$ cat src/design/spn_block_cipher_16bit_assert.svh
// assertion macros shared by the spn cipher rtl
// no dependencies; included by files that carry assertions
`ifndef SPN_BLOCK_CIPHER_16BIT_ASSERT_SVH
`define SPN_BLOCK_CIPHER_16BIT_ASSERT_SVH

// checked on every rising clock edge outside reset
`define SPN_ASSERT(lbl, prop, msg) \
  lbl: assert property (@(posedge clk_i) disable iff (!rst_ni) (prop)) else $error(msg);

// checked on every rising clock edge, reset included
`define SPN_ASSERT_ALWAYS(lbl, prop, msg) \
  lbl: assert property (@(posedge clk_i) (prop)) else $error(msg);

`endif

$ cat src/design/spn_pkg.sv
// shared types, s-box tables and permutation for the 16-bit spn cipher
// no dependencies; used by spn_round_cell and spn_block_cipher_16bit
package spn_pkg;

  localparam int unsigned BlockW = 16;
  localparam int unsigned KeyW   = 32;
  localparam int unsigned NibW   = 4;
  localparam int unsigned NumCells = 4;

  typedef enum logic {
    CMD_ENCRYPT = 1'b0,
    CMD_DECRYPT = 1'b1
  } cmd_e;

  // one request as it travels down the cell chain
  typedef struct packed {
    cmd_e              cmd;
    logic [KeyW-1:0]   key;
    logic [BlockW-1:0] data;
  } spn_item_t;

  localparam logic [NibW-1:0] SBOX_FWD [16] = '{
    4'hE, 4'h4, 4'hD, 4'h1, 4'h2, 4'hF, 4'hB, 4'h8,
    4'h3, 4'hA, 4'h6, 4'hC, 4'h5, 4'h9, 4'h0, 4'h7
  };

  localparam logic [NibW-1:0] SBOX_INV [16] = '{
    4'hE, 4'h3, 4'h4, 4'h8, 4'h1, 4'hC, 4'hA, 4'hF,
    4'h7, 4'hD, 4'h9, 4'h6, 4'hB, 4'h2, 4'h0, 4'h5
  };

  // four parallel forward s-box lookups
  function automatic logic [BlockW-1:0] subst_fwd(input logic [BlockW-1:0] x);
    logic [BlockW-1:0] y;
    y = '0;
    for (int n = 0; n < 4; n++) begin
      y[n*NibW +: NibW] = SBOX_FWD[x[n*NibW +: NibW]];
    end
    return y;
  endfunction

  // four parallel inverse s-box lookups
  function automatic logic [BlockW-1:0] subst_inv(input logic [BlockW-1:0] x);
    logic [BlockW-1:0] y;
    y = '0;
    for (int n = 0; n < 4; n++) begin
      y[n*NibW +: NibW] = SBOX_INV[x[n*NibW +: NibW]];
    end
    return y;
  endfunction

  // 4x4 bit transpose, msb-first positions; its own inverse
  function automatic logic [BlockW-1:0] permute(input logic [BlockW-1:0] x);
    logic [BlockW-1:0] y;
    y = '0;
    for (int p = 0; p < 16; p++) begin
      y[15 - ((p % 4) * 4 + (p / 4))] = x[15 - p];
    end
    return y;
  endfunction

endpackage

$ cat src/design/spn_round_cell.sv
// one round cell of the spn cipher chain, with its own pipeline register
// depends on spn_pkg and spn_block_cipher_16bit_assert.svh
`include "spn_block_cipher_16bit_assert.svh"

module spn_round_cell #(
  parameter int unsigned CellIdx = 0
) (
  input  logic              clk_i,
  input  logic              rst_ni,
  input  logic              valid_i,
  output logic              ready_o,
  input  spn_pkg::spn_item_t item_i,
  output logic              valid_o,
  input  logic              ready_i,
  output spn_pkg::spn_item_t item_o
);

  // key windows used by this cell (msb index of each 16-bit round key)
  localparam int unsigned EncKeyHi = 31 - 4 * CellIdx;
  localparam int unsigned DecKeyHi = 19 + 4 * CellIdx;
  localparam bit FirstCell = (CellIdx == 0);
  localparam bit LastCell  = (CellIdx == spn_pkg::NumCells - 1);

  logic [spn_pkg::BlockW-1:0] enc_sub, enc_out, dec_pre, dec_out, round_out;
  logic                       valid_q;
  spn_pkg::spn_item_t         item_q, item_d;

  // encrypt: key mix, s-boxes, then transpose or final key whitening
  assign enc_sub = spn_pkg::subst_fwd(item_i.data ^ item_i.key[EncKeyHi -: spn_pkg::BlockW]);
  assign enc_out = LastCell ? (enc_sub ^ item_i.key[spn_pkg::BlockW-1:0])
                            : spn_pkg::permute(enc_sub);

  // decrypt: initial whitening or transpose, inverse s-boxes, key mix
  assign dec_pre = FirstCell ? (item_i.data ^ item_i.key[spn_pkg::BlockW-1:0])
                             : spn_pkg::permute(item_i.data);
  assign dec_out = spn_pkg::subst_inv(dec_pre) ^ item_i.key[DecKeyHi -: spn_pkg::BlockW];

  always_comb begin
    unique case (item_i.cmd)
      spn_pkg::CMD_ENCRYPT: round_out = enc_out;
      spn_pkg::CMD_DECRYPT: round_out = dec_out;
      default:              round_out = enc_out;
    endcase
    item_d      = item_i;
    item_d.data = round_out;
  end

  // stage takes a new request when empty or when its result moves on
  assign ready_o = !valid_q || ready_i;

  always_ff @(posedge clk_i or negedge rst_ni) begin
    if (!rst_ni) begin
      valid_q <= 1'b0;
    end else if (ready_o) begin
      valid_q <= valid_i;
    end
  end

  always_ff @(posedge clk_i) begin
    if (valid_i && ready_o) begin
      item_q <= item_d;
    end
  end

  assign valid_o = valid_q;
  assign item_o  = item_q;

  `SPN_ASSERT(a_load_fills, (valid_i && ready_o) |=> valid_q, "accepted request not held")
  `SPN_ASSERT(a_stall_keeps, (valid_q && !ready_i) |=> valid_q, "stalled request dropped")
  `SPN_ASSERT(a_key_travels, (valid_i && ready_o) |=> (item_q.key == $past(item_i.key)),
              "round key source corrupted")
  `SPN_ASSERT_ALWAYS(a_empty_ready, !valid_q |-> ready_o, "empty cell refuses request")

endmodule

$ cat src/design/spn_block_cipher_16bit.sv
// Textbook 16-bit SPN cipher (32-bit key, five round keys), encrypt or decrypt per
// request. Four round cells form a pipeline: a request enters every cycle while
// the chain is not stalled, and its result appears on the output register of the
// last cell. Full rate holds under downstream stalls as long as each cell drains
// as it fills; the ready path runs back combinationally through the four cells.
// depends on spn_pkg and spn_round_cell
module spn_block_cipher_16bit (
  input  logic        clk_i,
  input  logic        rst_ni,
  input  logic        in_valid_i,
  output logic        in_ready_o,
  input  logic        cmd_i,
  input  logic [31:0] cipher_key_i,
  input  logic [15:0] data_block_i,
  output logic        out_valid_o,
  input  logic        out_ready_i,
  output logic [15:0] result_block_o
);

  localparam int unsigned N = spn_pkg::NumCells;

  logic               valid_s [N+1];
  logic               ready_s [N+1];
  spn_pkg::spn_item_t item_s  [N+1];

  // chain head
  assign valid_s[0]     = in_valid_i;
  assign in_ready_o     = ready_s[0];
  assign item_s[0].cmd  = spn_pkg::cmd_e'(cmd_i);
  assign item_s[0].key  = cipher_key_i;
  assign item_s[0].data = data_block_i;

  // row of round cells
  for (genvar i = 0; i < N; i++) begin : g_cell
    spn_round_cell #(
      .CellIdx(i)
    ) u_cell (
      .clk_i  (clk_i),
      .rst_ni (rst_ni),
      .valid_i(valid_s[i]),
      .ready_o(ready_s[i]),
      .item_i (item_s[i]),
      .valid_o(valid_s[i+1]),
      .ready_i(ready_s[i+1]),
      .item_o (item_s[i+1])
    );
  end

  // chain tail
  assign out_valid_o    = valid_s[N];
  assign ready_s[N]     = out_ready_i;
  assign result_block_o = item_s[N].data;

endmodule
$ cat config.mk
export PLATFORM = sky130hd
export DESIGN_NAME = spn_block_cipher_16bit
export DESIGN_NICKNAME = d
export VERILOG_FILES = /design/src/design/spn_pkg.sv /design/src/design/spn_round_cell.sv /design/src/design/spn_block_cipher_16bit.sv
export VERILOG_INCLUDE_DIRS = /design/src /design/src/design
export SDC_FILE = /design/constraint.sdc
export NUM_CORES = 1
export LEC_CHECK = 0
export BUFFER_PORTS_ARGS = -buffer_cell sky130_fd_sc_hd__buf_2
export CORE_UTILIZATION = 65
export CTS_CLUSTER_DIAMETER = 200
export DETAILED_ROUTE_END_ITERATION = 10
export GPL_TIMING_DRIVEN = 0
export PLACE_DENSITY = 0.85
export SETUP_SLACK_MARGIN = 0.5
export SLEW_MARGIN = 20
export SYNTH_ARGS = -nofsm -noshare
export SYNTH_HDL_FRONTEND = slang
export SYNTH_SLANG_ARGS = --single-unit
$ cat constraint.sdc
create_clock -name clk_i -period 10.27 [get_ports clk_i]
set_input_delay 1.027 -clock clk_i [delete_from_list [all_inputs] [get_ports clk_i]]
set_output_delay 1.027 -clock clk_i [all_outputs]
set_load 0.02 [all_outputs]
==> flow_summary.yaml <==
timing:
  layout_setup_ws_ns: 7.22
  rsz0062_at_grt: "no"
  slew_violations: 0
  finalHoldViolCount: 0
  finClkSkew_ns: 0.00907
  holdWs_ns: 0.385
  setup_viol: 0
  slew_headroom: 0.380
  timing.final.crit_period_ns: 3.05
  post-route-period-util: 0.297
  worst_pin_slew_ns: 0.907
  fmax_mhz: 328
  tns_ns: 0
outcome:
  status: "finished clean"
synth:
  seq_area_frac_synth: 0.407
  synth-async-reset-ratio: 0.0240
  synth_area_um2: 12300
  synth_edf_count: 163
  syn_nets: 1334
  synth_ff_type: "edfxtp_1"
  ys_types: 61
  synth_cells: 1194
  ys_warn_count: 0
  postSynthAreaPerCell_um2: 10.3
  ys_ff_latch: 167
drt:
  final_antenna_net_count: 0
  wl_per_cell_um: 18.4
  dr.first_iter.drc_count: 723
  avgViaCountPerCell: 6.13
  drc_errors: 0
  wl_mm: 28.2
  num_vias: 9369
  firstDrtPassIters: 6
final_layout:
  synthToLayoutAreaGrowth_pct: 11.0
  drive_above_1_share: 0.108
  nNetsFinal: 1427
  utilization: 0.747
  diodes: 0
  seqCellArea_um2: 4990
  multi_input_area_um2: 6870
  fillers: 1218
  stdcell_area_um2: 13600
  stdcell_count: 1529
worst_setup_path:
  worstPathArrival_ns: 2.02
  crit_start: "out_ready_i"
  worstPathCellList: "buf_2 -> nor2b_1 -> nand4_1 -> buf_2"
  crit_path_start_kind: "input port"
  crit_top_cell: "buf_2"
  end_kind: "primary output"
  cp_slowest_stage_delay_ns: 0.42
  crit_buf_inv: 2
  cp.required_ns: 9.24
  critPathSlowestCell: "nor2b_1"
  rr_startpoint: "g_cell[2].u_cell.item_o[4]"
  cp_max_fo: 6
  cp_top_family: "simple AND/OR/NAND/NOR gates"
  path_class: "input port to primary output"
grt:
  grt_pass1_vias: 8786
  global_route.usage.total: 0.296
  overflow: 0
  grt_pass1_wl_mm: 44.9
  grt_max_degree: 39
  antenna_found_initial: 0
cts:
  cts-htree-levels: 4
  cts_root_buf: "clkbuf_16"
  cts-resized-gates: 0
  clock_sinks: 167
  cts_buffers: 17
  cts_tree: "yes"
  cts_setup_buffers: 0
  worst_skew_pair.late_latency_ns: 0.44
  clk_path_buf_depth: 2
  clk_pin_slew_ns: 0.06
  ctsHoldBuffers: 0
worst_hold_path:
  hp-class: "input port to asynchronous set/reset pin"
power_and_ir_drop:
  pwr-share-seq: 0.344
  switching_share: 0.383
  pwr_density_cell_nw_per_um2: 220
  combPwrFrac: 0.439
  ir_worst_vdd_mv: 0.138
  power_frac_clock: 0.217
  switching_power_mw: 1.15
  total_power_mw: 2.99
  static-leakage-power_nw: 5.36
  p_int_mw: 1.85
floorplan:
  core-area_um2: 18200
  die-area_um2: 19400
  die_width_um: 139
  die_h_um: 139
  rows: 49
  boundaryPins: 71
  start_util: 0.673
placed_design:
  hpwl_mm: 21.0
  portBuffers: 70
  dp_cells: 1497
  dp_worst_setup_slack_ns: 7.03
  placed_area_um2: 13000
  gp_congestion: 0.933
run:
  maxCapViolations: 0
==> final timing paths <==
| path | to | depth (start not counted) | slack (ns) |
|---|---|---|---|
| min in group clk_i | g_cell[1].u_cell.item_o[22] | 0 | 0.41 |
| max in group asynchronous | g_cell[1].u_cell.valid_o | 1 | 9.76 |
| setup reg to reg | g_cell[3].u_cell.item_o[6] | 6 | 7.78 |
| setup / recovery | in_ready_o | 4 | 7.22 |
| hold reg to reg | g_cell[1].u_cell.item_o[22] | 0 | 0.41 |
| hold / removal | g_cell[2].u_cell.valid_o | 1 | 0.39 |
==> cells in the mapped netlist, drive strengths merged, types with 3 or more instances <==
| master | instances | area [um2] |
|---|---|---|
| o311ai | 3 | 26.3 |
| nor4 | 12 | 75.1 |
| a311o | 3 | 30.0 |
| a21oi | 76 | 380 |
| buf | 15 | 72.6 |
| xor2 | 89 | 787 |
| nand3 | 20 | 100 |
| a31oi | 11 | 68.8 |
| o221ai | 13 | 114 |
| o31ai | 16 | 125 |
| o211a | 3 | 30.0 |
| a211oi | 15 | 113 |
| nand4 | 5 | 31.3 |
| o21ai | 57 | 285 |
| a21boi | 3 | 22.5 |
| or3 | 6 | 37.5 |
| inv | 66 | 248 |
| ha | 87 | 1090 |
| nor3 | 40 | 200 |
| a311oi | 3 | 26.3 |
| or4 | 9 | 71.3 |
| o2bb2ai | 3 | 26.3 |
| dfrtp | 4 | 100 |
| o32ai | 3 | 26.3 |
| nor2 | 63 | 236 |
| a211o | 4 | 35.0 |
| clkbuf | 23 | 86.3 |
| nor3b | 6 | 45.0 |
| o41ai | 3 | 26.3 |
| nor2b | 9 | 56.3 |
| xnor2 | 138 | 1280 |
| nand2b | 18 | 113 |
| and2 | 8 | 50.1 |
| a2111oi | 11 | 96.3 |
| o211ai | 22 | 165 |
| edfxtp | 163 | 4890 |
| mux2i | 49 | 490 |
| a21o | 12 | 90.1 |
| nand3b | 5 | 37.5 |
| nand2 | 77 | 289 |
==> kinds of logic (layout without fill, tap and decap cells) <==
logic type | after synthesis | count (layout) | synth area share
adder cells (fa/ha/maj) | 87 | 87 | 0.0888
buffers and inverters | 105 | 211 | 0.0335
flip-flops | 167 | 167 | 0.407
AND/OR/NAND/NOR | 284 | 284 | 0.114
XOR/XNOR | 227 | 227 | 0.168
AO/OA/AOI/OAI | 273 | 273 | 0.147
multiplexers | 51 | 51 | 0.0418
==> final cells by class <==
type / instances / share of cell area
inverter: 67 / 0.0185
clock inverter: 12 / 0.0112
buffer: 38 / 0.0117
sequential: 167 / 0.367
timing repair buffer: 74 / 0.0327
tap: 229 / 0.0211
clock buffer: 20 / 0.0328
multi-input combinational: 922 / 0.505
==> placed cells by master (no fill, tap or decap), types with 12 or more instances in the layout <==
| master | instances |
|---|---|
| edfxtp_1 | 163 |
| xnor2_1 | 129 |
| xor2_1 | 88 |
| ha_1 | 87 |
| buf_2 | 83 |
| nand2_1 | 77 |
| a21oi_1 | 76 |
| inv_1 | 64 |
| nor2_1 | 63 |
| o21ai_0 | 57 |
| mux2i_1 | 49 |
| nor3_1 | 40 |
| clkbuf_1 | 25 |
| o211ai_1 | 22 |
| nand3_1 | 20 |
| nand2b_1 | 18 |
| clkbuf_16 | 17 |
| a211oi_1 | 15 |
| o31ai_1 | 15 |
| o221ai_1 | 13 |
| nor4_1 | 12 |
| a21o_1 | 12 |
==> registers in the layout, summed over array words and instances (netlist names) <==
register	flops
g_cell.u_cell.item_o	163
g_cell.u_cell.valid_o	4
==> per-layer routing <==
layer	vias to the layer above	GRT usage	share of wire
li1	4548	-	-
met2	362	0.528	0.50
met3	74	0.0365	0.046
met1	4385	0.353	0.41
met5	-	0	0
met4	0	0.149	0.045
==> power groups by stage <==
stage / registers (mW) / logic (mW) / clock network [mW]
after floorplan: 1.04 / 0.965 / 0
after global placement: 1.04 / 1.21 / 0
after detailed placement: 1.04 / 1.28 / 0
after CTS: 1.03 / 1.30 / 0.650
after global routing: 1.04 / 1.46 / 0.676
final: 1.03 / 1.32 / 0.649
(Power assumes the default switching activity.)
